--- config.mk ---
export PLATFORM = sky130hd
export DESIGN_NAME = chse_lane
export DESIGN_NICKNAME = d
export VERILOG_FILES = /design/src/design/chse_pkg.sv /design/src/design/chse_mulq.sv /design/src/design/chse_lane.sv
export SDC_FILE = /design/constraint.sdc
export NUM_CORES = 2
export LEC_CHECK = 0
export ABC_AREA = 1
export BUFFER_PORTS_ARGS = -buffer_cell sky130_fd_sc_hd__buf_4
export CORE_UTILIZATION = 40
export CTS_CLUSTER_SIZE = 40
export DETAILED_ROUTE_END_ITERATION = 6
export PLACE_DENSITY = 0.65
export SKIP_CTS_REPAIR_TIMING = 1
export SLEW_MARGIN = 20
export SYNTH_ARGS = -nofsm -noshare
export SYNTH_HDL_FRONTEND = slang
export SYNTH_HIERARCHICAL = 1
export SYNTH_SLANG_ARGS = --single-unit
export TNS_END_PERCENT = 1
--- constraint.sdc ---
create_clock -name aclk -period 5.85 [get_ports aclk]
set_input_delay 1.755 -clock aclk [delete_from_list [all_inputs] [get_ports aclk]]
set_output_delay 1.755 -clock aclk [all_outputs]
set_load 0.05 [all_outputs]
--- src/design/chse_pkg.sv ---
// types, constants and helpers for the three-lane chebyshev series evaluator
`timescale 1ns / 1ps

package chse_pkg;

    localparam int LANES      = 3;
    localparam int COORD_W    = 32;
    localparam int COEF_W     = 32;
    localparam int GAIN_W     = 31;
    localparam int VAL_W      = 40;
    localparam int SUM_W      = 50;
    localparam int OPA_W      = 34;
    localparam int OPB_W      = 50;
    localparam int PROD_W     = 49;
    localparam int CHUNK_W    = 17;
    localparam int CHUNKS     = 3;
    localparam int PROD_LIM_B = 47;

    localparam logic [GAIN_W-1:0] GAIN_RESET = 31'd1073741824;

    localparam logic signed [SUM_W-1:0] SUM_V40_MAX = 50'sd549755813887;
    localparam logic signed [SUM_W-1:0] SUM_V40_MIN = -50'sd549755813888;

    localparam logic signed [VAL_W-1:0] V40_MAX = 40'sh7F_FFFF_FFFF;
    localparam logic signed [VAL_W-1:0] V40_MIN = 40'sh80_0000_0000;

    // multiplier step codes
    localparam logic [2:0] STEP_LAST_MAC = 3'd2;
    localparam logic [2:0] STEP_ROUND    = 3'd3;
    localparam logic [2:0] STEP_FINISH   = 3'd4;

    typedef enum logic [2:0] {
        ST_IDLE,
        ST_MUL1_GO,
        ST_MUL1_WAIT,
        ST_MUL2_GO,
        ST_MUL2_WAIT,
        ST_EMIT
    } state_t;

    // sequencer to lane controls
    typedef struct packed {
        logic clear;      // first coefficient of a run
        logic mul_start;
        logic mul_close;  // second multiply uses gain and closing sum
        logic update;     // non-final recurrence write-back
        logic close_sum;
        logic capture;
    } ctrl_t;

    function automatic logic signed [VAL_W-1:0] sat40(input logic signed [SUM_W-1:0] v);
        logic signed [VAL_W-1:0] r;
        if (v > SUM_V40_MAX) begin
            r = V40_MAX;
        end else if (v < SUM_V40_MIN) begin
            r = V40_MIN;
        end else begin
            r = v[VAL_W-1:0];
        end
        return r;
    endfunction

endpackage

--- src/design/chse_mulq.sv ---
// iterative signed multiply with round-half-away and clamp, 17 bits of b per cycle
`timescale 1ns / 1ps

module chse_mulq #(
    parameter int FRAC_BITS = 30
) (
    input  logic                                 aclk,
    input  logic                                 aresetn,
    input  logic                                 start,
    input  logic signed [chse_pkg::OPA_W-1:0]    op_a,
    input  logic signed [chse_pkg::OPB_W-1:0]    op_b,
    output logic signed [chse_pkg::PROD_W-1:0]   prod,
    output logic                                 done
);
    import chse_pkg::*;

    localparam int UA_W  = OPA_W - 1;
    localparam int UB_W  = CHUNK_W * CHUNKS;
    localparam int PP_W  = UA_W + CHUNK_W;
    localparam int ACC_W = UA_W + UB_W;
    localparam int MAG_W = PROD_LIM_B + 1;

    localparam logic [ACC_W-1:0] RND_HALF = ACC_W'(1) << (FRAC_BITS - 1);
    localparam logic [ACC_W-1:0] LIM_ACC  = ACC_W'(1) << PROD_LIM_B;
    localparam logic [MAG_W-1:0] LIM_MAG  = MAG_W'(1) << PROD_LIM_B;

    logic [UA_W-1:0]          ua_reg, ua_next;
    logic [UB_W-1:0]          ub_reg, ub_next;
    logic                     neg_reg, neg_next;
    logic [ACC_W-1:0]         acc_reg, acc_next;
    logic [2:0]               cnt_reg, cnt_next;
    logic                     busy_reg, busy_next;
    logic                     done_reg, done_next;
    logic signed [PROD_W-1:0] prod_reg, prod_next;

    logic [OPA_W-1:0] a_mag;
    logic [OPB_W-1:0] b_mag;
    logic [PP_W-1:0]  pp;
    logic [ACC_W-1:0] shifted;
    logic [MAG_W-1:0] mag;

    assign a_mag   = op_a[OPA_W-1] ? (~op_a + 1'b1) : op_a;
    assign b_mag   = op_b[OPB_W-1] ? (~op_b + 1'b1) : op_b;
    assign pp      = ua_reg * ub_reg[UB_W-1 -: CHUNK_W];
    assign shifted = acc_reg >> FRAC_BITS;
    assign mag     = (shifted > LIM_ACC) ? LIM_MAG : shifted[MAG_W-1:0];

    always_comb begin
        ua_next   = ua_reg;
        ub_next   = ub_reg;
        neg_next  = neg_reg;
        acc_next  = acc_reg;
        cnt_next  = cnt_reg;
        busy_next = busy_reg;
        done_next = 1'b0;
        prod_next = prod_reg;
        if (start) begin
            ua_next   = a_mag[UA_W-1:0];
            ub_next   = UB_W'(b_mag);
            neg_next  = op_a[OPA_W-1] ^ op_b[OPB_W-1];
            acc_next  = '0;
            cnt_next  = '0;
            busy_next = 1'b1;
        end else if (busy_reg) begin
            cnt_next = cnt_reg + 3'd1;
            if (cnt_reg <= STEP_LAST_MAC) begin
                // most significant chunk first
                acc_next = (acc_reg << CHUNK_W) + ACC_W'(pp);
                ub_next  = ub_reg << CHUNK_W;
            end else if (cnt_reg == STEP_ROUND) begin
                acc_next = acc_reg + RND_HALF;
            end else begin
                prod_next = neg_reg ? -$signed({1'b0, mag}) : $signed({1'b0, mag});
                done_next = 1'b1;
                busy_next = 1'b0;
            end
        end
    end

    always_ff @(posedge aclk) begin
        if (!aresetn) begin
            busy_reg <= 1'b0;
            done_reg <= 1'b0;
            cnt_reg  <= '0;
        end else begin
            busy_reg <= busy_next;
            done_reg <= done_next;
            cnt_reg  <= cnt_next;
        end
    end

    always_ff @(posedge aclk) begin
        ua_reg   <= ua_next;
        ub_reg   <= ub_next;
        neg_reg  <= neg_next;
        acc_reg  <= acc_next;
        prod_reg <= prod_next;
    end

    assign prod = prod_reg;
    assign done = done_reg;

endmodule

--- src/design/chse_lane.sv ---
// one coordinate lane: clenshaw recurrence registers and closing step
`timescale 1ns / 1ps

module chse_lane #(
    parameter int FRAC_BITS = 30
) (
    input  logic                                  aclk,
    input  logic                                  aresetn,
    input  chse_pkg::ctrl_t                       ctrl,
    input  logic signed [chse_pkg::COORD_W-1:0]   coord,
    input  logic signed [chse_pkg::COEF_W-1:0]    coef,
    input  logic                                  last,
    input  logic [chse_pkg::GAIN_W-1:0]           gain,
    output logic signed [chse_pkg::VAL_W-1:0]     res,
    output logic                                  done
);
    import chse_pkg::*;

    logic signed [VAL_W-1:0]  now_reg, now_next;
    logic signed [VAL_W-1:0]  prev_reg, prev_next;
    logic signed [SUM_W-1:0]  s_reg;
    logic signed [VAL_W-1:0]  res_reg;

    logic signed [OPA_W-1:0]  op_a;
    logic signed [OPB_W-1:0]  op_b;
    logic signed [PROD_W-1:0] prod;
    logic signed [SUM_W-1:0]  step_sum;
    logic signed [SUM_W-1:0]  close_sum;
    logic signed [COEF_W-1:0] half_coef;

    // floor(coef / 2)
    assign half_coef = coef >>> 1;

    always_comb begin
        if (ctrl.mul_close) begin
            op_a = $signed({3'b000, gain});
            op_b = s_reg;
        end else begin
            op_a = last ? OPA_W'(coord) : $signed({coord[COORD_W-1], coord, 1'b0});
            op_b = OPB_W'(now_reg);
        end
    end

    chse_mulq #(.FRAC_BITS(FRAC_BITS)) u_mulq (
        .aclk    (aclk),
        .aresetn (aresetn),
        .start   (ctrl.mul_start),
        .op_a    (op_a),
        .op_b    (op_b),
        .prod    (prod),
        .done    (done)
    );

    assign step_sum  = SUM_W'(prod) - SUM_W'(prev_reg) + SUM_W'(coef);
    assign close_sum = SUM_W'(prod) - SUM_W'(prev_reg) + SUM_W'(half_coef);

    always_comb begin
        now_next  = now_reg;
        prev_next = prev_reg;
        if (ctrl.clear || ctrl.capture) begin
            now_next  = '0;
            prev_next = '0;
        end else if (ctrl.update) begin
            now_next  = sat40(step_sum);
            prev_next = now_reg;
        end
    end

    always_ff @(posedge aclk) begin
        if (!aresetn) begin
            now_reg  <= '0;
            prev_reg <= '0;
        end else begin
            now_reg  <= now_next;
            prev_reg <= prev_next;
        end
    end

    always_ff @(posedge aclk) begin
        if (ctrl.close_sum) begin
            s_reg <= close_sum;
        end
        if (ctrl.capture) begin
            res_reg <= sat40(SUM_W'(prod));
        end
    end

    assign res = res_reg;

endmodule

==> out/qor.yml <==
status:
  status: "complete, but fails checks"
  violations: "negative setup slack"
setup_path:
  arrival_ps: 6800
  critPathKind: "reg2reg"
  endpoint_kind: "register"
  start_kind: "register"
  cp_max_fo: 22
  cp.required_ps: 6430
clocking:
  cts-htree-levels: 2
  clk-insertion-delay-late_ps: 670
  cts_root_buf: "clkbuf_16"
  clock_path_buffers: 3
  cts_tree: "yes"
  clock-sinks: 393
  cts_buffers: 52
  clk_pin_slew_ps: 70
placed_design:
  place_inst: 9549
  dp_hpwl_mm: 160
  dpl-instance-area_um2: 57400
  dp_slack_ps: -550
  io_buffers: 144
  place_congestion: 1.02
sta:
  rsz0062_at_grt: "yes"
  fin_crit_sh_pct: 106
  min_period_ps: 6220
  max_slew_margin_pct: 28.1
  worst_slack_ps: -372
  fmax_ghz: 0.161
  finalHoldViolations: 0
  worst_pin_slew_ps: 1080
  slew_violations: 0
  clock_skew_ps: 31.7
  setup_viol: 64
drt:
  first_iter_violations: 5018
  drc_errors: 0
  final_antenna_net_count: 0
  wirelength_mm: 193
  vias: 50300
  via_per_inst: 5.21
  detail_route.first_pass.iterations: 6
  wl_per_cell_um: 20.0
yosys:
  synthArstFlopShare_pct: 0
  synthXorXnorAreaFrac_pct: 4.21
  ys.flop_type: "edfxtp_1"
  syn_inst: 7581
  syn_nets: 8464
  synth-seq-cells: 393
  synth-edff-count: 223
  synth-simple-area-share_pct: 24.5
  synth_area_um2: 51800
  synth_cell_type_count: 61
  synth-compound-area-share_pct: 11.2
  seq_area_frac_synth_pct: 19.5
  ys_warn_count: 6
  synth_adder_area_share_pct: 26.0
  muxShareOfSynthArea_pct: 0.0193
  synth_top_family_by_area: "adder cells"
  postSynthAreaPerCell_um2: 6.84
layout:
  fin_area_um2: 60000
  fin_cells: 9652
  seq_area_um2: 10100
  final_common_cell: "nand2_1"
  area_growth_pct: 15.6
  filler_cell_count: 13100
  drive_above_1_share_pct: 11.6
  largest_reg_flops: 84
  multi_input_area_um2: 35000
  nets: 8760
  post-route-util_pct: 46.8
  most-common-layout-cells: "nand2_1 (2028), inv_1 (1626), buf_4 (507), a21oi_1 (498), nor2_1 (494)"
global_route:
  grt_max_degree: 82
  antenna_found_initial: 5
  grt_overflow: 0
  grt_pass1_wl_mm: 296
  grt_pass1_vias: 49700
  grt_usage_pct: 29.3
die:
  fp.dieH_um: 362
  start_util_pct: 40.5
  pin_count: 145
  die-area_um2: 131000
  die_w_um: 362
  core_area_um2: 128000
  num_rows: 131
job:
  max_cap_viol_count: 0
hold_path:
  hold_path.class: "reg2reg"
cell type report:
| cell class | instances | area share (%) |
|---|---|---|
| Clock inverter | 34 | 0.607 |
| Clock buffer | 63 | 2.36 |
| Sequential cell | 393 | 16.8 |
| Tap cell | 1729 | 3.61 |
| Timing Repair Buffer | 554 | 7.88 |
| Inverter | 1649 | 10.3 |
| Antenna cell | 3 | 0.0125 |
| Multi-Input combinational cell | 5227 | 58.4 |
per-stage QoR:
step	TNS [ps]	hold WS [ps]
CTS	-24770	464
global route	-41580	473
finish	-14370	462
detailed placement	-21490	455
global placement	-19830	453
floorplan	0	420
Yosys cell counts (8+ instances only):
cell type,count,area (µm²)
nand2_1,2055,7710
inv_1,1632,6130
nor2_1,540,2030
a21oi_1,533,2670
fa_1,500,10000
o21ai_0,332,1660
ha_1,279,3490
nand3_1,256,1280
clkbuf_1,245,920
edfxtp_1,223,6700
xor2_1,179,1570
dfxtp_1,170,3400
nor3_1,84,420
nand4_1,75,469
xnor2_1,70,613
buf_2,44,220
a31oi_1,42,263
nand2_2,25,156
o21a_1,23,173
o31ai_1,21,158
o21ai_1,20,100
nor4_1,17,106
a21o_1,16,120
nor2_2,16,100
inv_2,15,56.3
or2_2,15,93.8
o21bai_1,14,105
a21boi_0,12,90.1
a21oi_2,11,96.3
nand3b_1,11,82.6
o41ai_1,10,87.6
o211ai_1,8,60.1
worst max-delay path: stages (launching register included):
cell and delay, ps:
edfxtp_1 440, buf_12 190, buf_4 160, nand2_1 50, inv_1 50, fa_1 480
fa_1 570, fa_1 460, fa_1 540, fa_1 600, inv_1 70, fa_1 530
inv_1 40, ha_1 330, nand2_1 130, nor2_2 130, inv_1 120, nor2_1 110
inv_1 60, buf_4 130, o211ai_1 320, buf_4 180, xor2_1 190, nor2_1 60
o21ai_0 160
routing by layer:
layer / wire length (µm) / vias to the layer above / global-route usage (%)
li1: - / 23900 / -
met1: 82900 / 24000 / 39.8
met2: 87600 / 1998 / 47.3
met3: 13000 / 397 / 2.85
met4: 9570 / 0 / 12.9
met5: 0 / - / 0
cells by family after synthesis:
| group | count (synthesis) |
|---|---|
| buffers and inverters | 1961 |
| and+or+nand+nor | 3127 |
| DFF | 393 |
| AOI/OAI and AO/OA | 1071 |
| xor gates and xnor gates | 249 |
| muxes | 1 |
| adders and majority gates | 779 |
worst paths after layout:
check | start | end | slack, ps | cells after the start
worst max-delay path | u_mulq/ub_reg[49] | u_mulq/acc_reg[30] | -370 | 24
worst min-delay path | prev_reg[14] | prev_reg[14] | 460 | 2
worst max register to register | u_mulq/ub_reg[49] | u_mulq/acc_reg[30] | -370 | 24
worst min register to register | prev_reg[14] | prev_reg[14] | 460 | 2
Power is not shown: default switching activity piles up to over one toggle a cycle in this logic, so the estimate is an artifact.
